==> src/rtl/core/etm_pkg.sv <==
// Shared types, constants and microcode for the Euler transform matrix block.
package etm_pkg;

  localparam int ENT_W        = 33;   // Q2.30 entry width, signed
  localparam int CORDIC_STEPS = 30;
  localparam int UC_STEPS     = 32;
  localparam int ACC_W        = 96;
  localparam int PROD_W       = 2 * ENT_W;

  localparam logic signed [ENT_W-1:0] CORDIC_GAIN = 33'sd652032874;
  localparam logic signed [ACC_W-1:0] HALF30      = 96'sd536870912;

  typedef enum logic [2:0] {
    CMD_SET_POS   = 3'd0,
    CMD_SET_ANG   = 3'd1,
    CMD_SET_SCL   = 3'd2,
    CMD_ADD_POS   = 3'd3,
    CMD_ADD_ANG   = 3'd4,
    CMD_ADD_SCL   = 3'd5,
    CMD_COMPUTE   = 3'd6,
    CMD_NOP       = 3'd7
  } cmd_t;

  typedef enum logic [1:0] {
    ST_IDLE,
    ST_ROT,
    ST_MULT,
    ST_EMIT
  } state_t;

  // operand A bank: lane outputs, partial products and rotation entries
  typedef enum logic [3:0] {
    A_CX, A_SX, A_CY, A_SXSY, A_CXSY,
    A_R00, A_R01, A_R02, A_R10, A_R11, A_R12, A_R20, A_R21, A_R22
  } a_sel_t;

  typedef enum logic [2:0] {
    B_SY, B_CZ, B_SZ, B_CY, B_SC_HI, B_SC_LO
  } b_sel_t;

  typedef struct packed {
    a_sel_t     a;
    b_sel_t     b;
    logic       clr;
    logic       neg;
    logic       sh24;
    logic       fin;
    logic       to_res;
    a_sel_t     dst;
    logic [3:0] slot;
    logic [1:0] col;
  } uc_t;

  function automatic logic [29:0] atan_turn(input logic [4:0] i);
    logic [29:0] r;
    case (i)
      5'd0:  r = 30'd536870912;
      5'd1:  r = 30'd316933406;
      5'd2:  r = 30'd167458907;
      5'd3:  r = 30'd85004756;
      5'd4:  r = 30'd42667331;
      5'd5:  r = 30'd21354465;
      5'd6:  r = 30'd10679838;
      5'd7:  r = 30'd5340245;
      5'd8:  r = 30'd2670163;
      5'd9:  r = 30'd1335087;
      5'd10: r = 30'd667544;
      5'd11: r = 30'd333772;
      5'd12: r = 30'd166886;
      5'd13: r = 30'd83443;
      5'd14: r = 30'd41722;
      5'd15: r = 30'd20861;
      5'd16: r = 30'd10430;
      5'd17: r = 30'd5215;
      5'd18: r = 30'd2608;
      5'd19: r = 30'd1304;
      5'd20: r = 30'd652;
      5'd21: r = 30'd326;
      5'd22: r = 30'd163;
      5'd23: r = 30'd81;
      5'd24: r = 30'd41;
      5'd25: r = 30'd20;
      5'd26: r = 30'd10;
      5'd27: r = 30'd5;
      5'd28: r = 30'd3;
      5'd29: r = 30'd1;
      default: r = 30'd0;
    endcase
    return r;
  endfunction

  // Multiply-accumulate program: rotation products first, then the
  // scale products as a high and a low half per entry, row by row.
  function automatic uc_t uc_word(input logic [4:0] k);
    uc_t        u;
    logic [4:0] j;
    logic [3:0] e;
    u = '0;
    j = k - 5'd14;
    e = 4'(j >> 1);
    case (k)
      5'd0:  begin u.a = A_SX;   u.b = B_SY; u.clr = 1'b1; u.fin = 1'b1; u.dst = A_SXSY; end
      5'd1:  begin u.a = A_CX;   u.b = B_SY; u.clr = 1'b1; u.fin = 1'b1; u.dst = A_CXSY; end
      5'd2:  begin u.a = A_CY;   u.b = B_CZ; u.clr = 1'b1; u.fin = 1'b1; u.dst = A_R00; end
      5'd3:  begin
        u.a = A_CY; u.b = B_SZ; u.clr = 1'b1; u.neg = 1'b1; u.fin = 1'b1; u.dst = A_R01;
      end
      5'd4:  begin
        u.a = A_SX; u.b = B_CY; u.clr = 1'b1; u.neg = 1'b1; u.fin = 1'b1; u.dst = A_R12;
      end
      5'd5:  begin u.a = A_CX;   u.b = B_CY; u.clr = 1'b1; u.fin = 1'b1; u.dst = A_R22; end
      5'd6:  begin u.a = A_SXSY; u.b = B_CZ; u.clr = 1'b1; end
      5'd7:  begin u.a = A_CX;   u.b = B_SZ; u.fin = 1'b1; u.dst = A_R10; end
      5'd8:  begin u.a = A_CX;   u.b = B_CZ; u.clr = 1'b1; end
      5'd9:  begin u.a = A_SXSY; u.b = B_SZ; u.neg = 1'b1; u.fin = 1'b1; u.dst = A_R11; end
      5'd10: begin u.a = A_SX;   u.b = B_SZ; u.clr = 1'b1; end
      5'd11: begin u.a = A_CXSY; u.b = B_CZ; u.neg = 1'b1; u.fin = 1'b1; u.dst = A_R20; end
      5'd12: begin u.a = A_CXSY; u.b = B_SZ; u.clr = 1'b1; end
      5'd13: begin u.a = A_SX;   u.b = B_CZ; u.fin = 1'b1; u.dst = A_R21; end
      default: begin
        u.a      = a_sel_t'(4'(A_R00) + e);
        u.b      = j[0] ? B_SC_LO : B_SC_HI;
        u.clr    = ~j[0];
        u.sh24   = ~j[0];
        u.fin    = j[0];
        u.to_res = 1'b1;
        u.slot   = e;
        case (e)
          4'd0, 4'd3, 4'd6: u.col = 2'd0;
          4'd1, 4'd4, 4'd7: u.col = 2'd1;
          default:          u.col = 2'd2;
        endcase
      end
    endcase
    return u;
  endfunction

endpackage

==> src/rtl/core/etm_cordic.sv <==
// Iterative CORDIC lane: cosine and sine of one binary angle in Q2.30.
module etm_cordic #(
  parameter int ANGLE_WIDTH = 16
) (
  input  logic                                   clk,
  input  logic                                   rst_n,
  input  logic                                   start,
  input  logic [ANGLE_WIDTH-1:0]                 angle_in,
  output logic                                   done,
  output logic signed [etm_pkg::ENT_W-1:0]       cos_o,
  output logic signed [etm_pkg::ENT_W-1:0]       sin_o
);

  localparam int EW = etm_pkg::ENT_W;

  logic signed [EW-1:0] x_r, y_r, x_nxt, y_nxt, xs, ys;
  logic signed [31:0]   z_r, z_nxt, at;
  logic [1:0]           q_r;
  logic [4:0]           i_r;
  logic                 run_r, done_r;
  logic [31:0]          t;
  logic signed [EW-1:0] cos_r, sin_r;

  assign t  = 32'(angle_in) << (32 - ANGLE_WIDTH);
  assign xs = x_r >>> i_r;
  assign ys = y_r >>> i_r;
  assign at = $signed({2'b00, etm_pkg::atan_turn(i_r)});

  always_comb begin
    if (!z_r[31]) begin
      x_nxt = x_r - ys;
      y_nxt = y_r + xs;
      z_nxt = z_r - at;
    end else begin
      x_nxt = x_r + ys;
      y_nxt = y_r - xs;
      z_nxt = z_r + at;
    end
  end

  always_ff @(posedge clk) begin
    if (!rst_n) begin
      run_r  <= 1'b0;
      done_r <= 1'b0;
      i_r    <= '0;
    end else begin
      done_r <= 1'b0;
      if (start) begin
        run_r <= 1'b1;
        i_r   <= '0;
      end else if (run_r) begin
        if (i_r == 5'(etm_pkg::CORDIC_STEPS - 1)) begin
          run_r  <= 1'b0;
          done_r <= 1'b1;
        end
        i_r <= i_r + 5'd1;
      end
    end
  end

  always_ff @(posedge clk) begin
    if (start) begin
      x_r <= etm_pkg::CORDIC_GAIN;
      y_r <= '0;
      z_r <= $signed({2'b00, t[29:0]});
      q_r <= t[31:30];
    end else if (run_r) begin
      x_r <= x_nxt;
      y_r <= y_nxt;
      z_r <= z_nxt;
    end
    // fold the quadrant back in on the last iteration
    if (run_r && i_r == 5'(etm_pkg::CORDIC_STEPS - 1)) begin
      case (q_r)
        2'd0:    begin cos_r <= x_nxt;  sin_r <= y_nxt;  end
        2'd1:    begin cos_r <= -y_nxt; sin_r <= x_nxt;  end
        2'd2:    begin cos_r <= -x_nxt; sin_r <= -y_nxt; end
        default: begin cos_r <= y_nxt;  sin_r <= -x_nxt; end
      endcase
    end
  end

  assign done  = done_r;
  assign cos_o = cos_r;
  assign sin_o = sin_r;

endmodule

==> config.mk <==
export PLATFORM = sky130hd
export DESIGN_NAME = etm_cordic
export DESIGN_NICKNAME = d
export VERILOG_FILES = /design/src/rtl/core/etm_pkg.sv /design/src/rtl/core/etm_cordic.sv
export SDC_FILE = /design/constraint.sdc
export NUM_CORES = 1
export LEC_CHECK = 0
export ABC_CLOCK_PERIOD_IN_PS = 14150
export BUFFER_PORTS_ARGS = -buffer_cell sky130_fd_sc_hd__buf_2
export CAP_MARGIN = 10
export CORE_MARGIN = 5
export CORE_UTILIZATION = 40
export CTS_CLUSTER_SIZE = 30
export DETAILED_ROUTE_END_ITERATION = 8
export MAX_ROUTING_LAYER = met4
export SYNTH_ARGS = -nofsm -noshare
export SYNTH_HDL_FRONTEND = slang
export SYNTH_SLANG_ARGS = --single-unit
export TNS_END_PERCENT = 5
==> constraint.sdc <==
create_clock -name clk -period 14.15 [get_ports clk]
set_input_delay 1.415 -clock clk [delete_from_list [all_inputs] [get_ports clk]]
set_output_delay 1.415 -clock clk [all_outputs]
set_load 0.02 [all_outputs]
==> After elaboration in Yosys (flattened, before gate mapping) <==
Memory sizes are Yosys's and may differ from the RTL's. A register that Yosys moved wholly into a read port is not among the register bits.
Index checks and enable logic that the tools add are counted.
{ "classes": {"add_sub_neg": 9, "n_mul": 0, "div_mod_pow": 0, "magnitude_cmp": 0, "n_eq_ne": 3, "shifts": 2, "n_mux": 13, "n_bitwise": 2, "reduce_logical": 5} }
{ "ops": {"columns": ["cell", "count"], "rows": [
  ["one-hot mux 33 bit (3 select lines)", 2],
  ["adder 33 bit", 2],
  ["two-way mux 33 bit", 2],
  ["negator 33 bit", 2],
  [">>> shifter 33 x 5 -> 33 bit", 2],
  ["subtractor 33 bit", 2],
  ["two-way mux 30 bit", 2],
  ["adder 32 x 31 -> 32 bit", 1],
  ["two-way mux 32 bit", 1],
  ["subtractor 32 x 31 -> 32 bit", 1],
  ["two-way mux 5 bit", 2],
  ["adder 5 x 1 -> 5 bit, second input constant", 1],
  ["equality test 5 bit, second input constant", 1],
  ["two-way mux 1 bit", 4],
  ["OR reduction 3 bit", 1],
  ["equality test 2 x 1 -> 1 bit, second input constant", 1],
  ["equality test 2 bit, second input constant", 1],
  ["logical NOT 2 bit", 1],
  ["NOT 1 bit", 2],
  ["nonzero test 2 bit", 1],
  ["OR reduction 2 bit", 1],
  ["logical AND 1 bit", 1]
]} }
{ "word_totals": {"ff_bits": 173, "latch_bits": 0, "ramBits": 0, "rom_bits": 960, "output_inout_bits": 67, "word_cells": 45, "n_memories": 1} }
{ "mem_list": {"columns": ["memory", "depth", "word_bits", "rd", "rd_ports_with_merged_regs", "wr", "line", "rtl"], "rows": [
  ["(no name shown)", 32, 30, 1, 1, 0, "etm_pkg.sv:56", "case (i)"]
]} }

==> Longest topological paths before layout <==
{ "logic_depth": {"depth_word": 5, "ltp_mapped": 33, "ltp_nobuf": 27} }

==> Worst setup path after synthesis <==
No wires, ideal clock.
{ "synth_timing": {"path_type": "flip-flop to flip-flop", "startpoint": "register i_r[1]", "endpoint": "register sin_r[30] (netlist: sin_o[30]), data pin", "t_arrival_ps": 6894, "required_ps": 13895, "setup_slack_ps": 7001, "stages_incl_launch_ff": 33, "n_path_buf": 6, "path_cell_list": "dfxtp_1 > buf_4 > buf_6 > buf_2 > buf_2 > buf_2 > mux4_2 > and2_1 > a311oi_1 > a21oi_1 > o21ai_0 > ha_1 > and4_1 > clkbuf_1 > nand2_1 > or2_2 > nor2_1 > mux2_2 > nor2_1 > a221oi_1 > ha_1 > nand4_1 > nor4_1 > nand3_1 > nand2_1 > nand3b_1 > xnor2_1 > nand2_1 > or3_1 > nor4_4 > nor2_1 > mux4_2 > a31o_1"} }
{ "synth_between": {"elab_chain_len": 5, "word_cells_on_any_way": 11, "classes_between": "add/sub: 6; shift: 2; mux: 3"} }
{ "synth_lines": {"columns": ["item", "line", "rtl"], "rows": [
  ["from (decl)", "etm_cordic.sv:19", "logic [4:0] i_r;"],
  ["from (signal assigned)", "etm_cordic.sv:56", "i_r <= i_r + 5'd1;"],
  [">>> shifter 33 x 5 -> 33 bit (on tied branches)", "etm_cordic.sv:26, etm_cordic.sv:25", null],
  ["subtractor 33 bit, or another cell as far along", "etm_cordic.sv:31", "x_nxt = x_r - ys;"],
  ["two-way mux 33 bit", "etm_cordic.sv:30", "if (!z_r[31]) begin"],
  ["negator 33 bit (on tied branches)", "etm_cordic.sv:78, etm_cordic.sv:77", null],
  ["one-hot mux 33 bit (3 select lines) *", "etm_cordic.sv:74", "case (q_r)"],
  ["to (signal assigned)", "etm_cordic.sv:75", "2'd0: begin cos_r <= x_nxt; sin_r <= y_nxt; end"],
  ["to (signal assigned)", "etm_cordic.sv:76", "2'd1: begin cos_r <= -y_nxt; sin_r <= x_nxt; end"],
  ["to (signal assigned)", "etm_cordic.sv:78", "default: begin cos_r <= y_nxt; sin_r <= -x_nxt; end"],
  ["to (decl)", "etm_cordic.sv:22", "logic signed [EW-1:0] cos_r, sin_r;"]
]} }
Every way passes the cells marked *; elsewhere a longest branch is shown, timed or not.
A chain may end at the register's enable or synchronous reset.

==> Worst setup path after layout <==
Ends and elaborated chain as after synthesis.

==> results.toml <==
[floorplanning]
placementRows = 86
die_h_um = 245
io_pins = 86
coreArea_um2 = 55000
dieArea_um2 = 60200
initial_utilization_pct = 40.3
die_x_um = 245

[detailed_routing]
ant_nets = 0
routed_wl_um = 83600
drc = 0
firstDrtPassIters = 8
initialDrtViolationCount = 2464
vias = 22000
wire_per_inst_um = 24.4
drt-vias-per-instance = 6.42

[sta]
finClkSkew_ps = 39.7
rsz0062_at_grt = "no"
tns_ps = 0
relSlewSlack_pct = 27.8
worst_slew_pin_slew_ps = 1070
slew_violations = 0
finalWorstSetupSlack_ps = 4910
fin_crit_ps = 9240
period_share_pct = 65.3
finalSetupViolations = 0
hold_violations = 0
fmaxAchievable_mhz = 108

[logic_synthesis]
syn-num-nets = 2815
ys_top_cells_by_count = "nor2_1 (322), a21oi_1 (214), nand2_1 (186)"
synthTopCellsByArea = "edfxtp_1 (11%), dfxtp_1 (11%), mux4_2 (7.7%)"
synth.top_cell.area_share_pct = 11.1
ys.warnings.count = 0
ys_async_sr_fraction_pct = 0
yosysSeqAreaShare_pct = 22.0
yosysTopAreaCell = "edfxtp_1"
synth.cell_area_um2 = 22200
synth_edf_count = 82
netlist_instances = 2682
syn_area_per_cell_um2 = 8.27
ys.flop_type = "dfxtp_1"
yosysMostFrequentCell = "nor2_1"
synth_cell_types = 99
ys_seq_elements = 203

[clock_tree]
ctsHoldBuffers = 0
clkLatencyLatePin_ps = 590
cts.reportedPaths.clkPinSlew_ps = 60
cts.sinks = 203
clockBufferDepth = 3
cts_setup_buffers = 0
cts_buffers = 26
htreeDepth = 1
root_buffer = "clkbuf_16"
cts_resized = 0
tritoncts = "built"

[placed_design]
pre_cts_slack_ps = 5080
port_buffers = 85
gp_congestion = 0.994
dp_hpwl_um = 63800

[global_routing]
grt_max_degree = 95
overflow = 0
grt_pass1_wl_um = 126000
grt_pass1_vias = 20700
antenna_found_initial = 1
grt_use_total_pct = 27.2

[pwr]
leakage_nw = 9.23
power.density_nw_per_um2 = 285
power_mw = 6.84
vdd_ir_drop_max_uv = 136

[critical_path]
crit_fanout = 52
critPathCaptureType = "register"
worstPathRequired_ps = 14490
arrival_ps = 9580
crit_type = "register to register"
slowest_stage = "dfxtp_4"
crit_path_max_incr_delay_ps = 820
start_kind = "register"

[cells_and_area]
diodes = 0
area_growth_syn_to_layout_pct = 8.08
nets = 2785
drive_gt1_share_pct = 12.8

[run_status]
status = "finished, final reports clean"

[flow_run]
drv_cap = 0

[worst_hold_path]
min_path_type = "register to register"
## path summary, 6_finish.rpt
kind,start,end,slack (ps),cells past startpoint
hold / removal,z_r[14],z_r[14],500,2
setup / recovery,i_r[1],sin_o[30],4910,26
hold reg to reg,z_r[14],z_r[14],500,2
setup reg to reg,i_r[1],sin_o[30],4910,26
## power breakdown
group / internal, mW / switching, mW / leakage [nW] / total (mW)
combinational: 1.98 / 3.15 / 7.04 / 5.13
sequential: 0.787 / 0.220 / 1.76 / 1.01
clock: 0.401 / 0.301 / 0.434 / 0.702
## kinds of logic (layout without fill, tap and decap cells)
group                    count (synthesis)  count (layout)  synth area share, %
AND/OR/NAND/NOR                        859             859                 18.8
multiplexers                           228             228                 15.2
XOR/XNOR                               195             195                 7.83
adder cells (fa/ha/maj)                114             114                 6.53
AO/OA/AOI/OAI                          845             845                 25.3
buffers and inverters                  238             228                 4.39
flip-flops                             203             203                 22.0
## sequential cells by signal (all words and copies together) (netlist names)
signal / flops
x_r: 33
q_r: 2
cos_o: 33
run_r: 1
z_r: 32
sin_o: 33
y_r: 33
at: 30
i_r: 5
done: 1
## critical path, delay by kind of cell, from the launching register on
| family | cells | cell delay (ps) |
|---|---|---|
| and+or+nand+nor | 15 | 4030 |
| muxes | 3 | 1420 |
| AOI/OAI and AO/OA | 5 | 1270 |
| DFF | 1 | 820 |
| buffers and inverters | 1 | 700 |
| adders and majority gates | 1 | 470 |
| xor gates and xnor gates | 1 | 260 |
## area by class of cell
type,instances,area [um^2]
inverters,62,234
multi-input cells,2241,16300
repair buffers,118,676
well taps,748,936
clock inverters,18,190
fillers,5476,31000
clock buffers,30,707
flip-flops and latches,203,4900
## stage by stage
step | hold slack, ps | area, um^2 | utilization [%] | instances
3_5_place_dp | 482 | 23100 | 42.0 | 3372
6_report | 495 | 24000 | 43.6 | 3420
2_1_floorplan | 432 | 22200 | - | 2682
4_1_cts | 492 | 24000 | 43.6 | 3420
5_1_grt | 517 | 24000 | 43.6 | 3420
3_3_place_gp | 456 | 23100 | 42.0 | 3372
## layer usage
metal  GRT usage (%)  routed length, um  part of all wire (%)  vias to the layer above
li1                -                  -                     -                    10100
met1            34.4              34300                    41                    10700
met2            45.4              40200                    48                      971
met3            2.61               5350                   6.4                      214
met4            10.1               3660                   4.4                        0
met5               -                  0                     0                        -
## placed cells by master (no fill, tap or decap), types with 34 or more instances in the layout
master    count
nor2_1      321
a21oi_1     214
nand2_1     186
o21ai_0     164
xnor2_1     115
dfxtp_1     115
ha_1        111
mux2i_1      97
buf_2        84
edfxtp_1     82
xor2_1       77
mux4_2       76
a211oi_1     60
nor3_1       58
inv_1        57
mux2_2       51
a21o_1       49
nor2b_1      43
nand3_1      43
a31oi_1      42
nand2b_1     36
buf_4        34
Note: power is estimated with default switching activity, not from simulation.
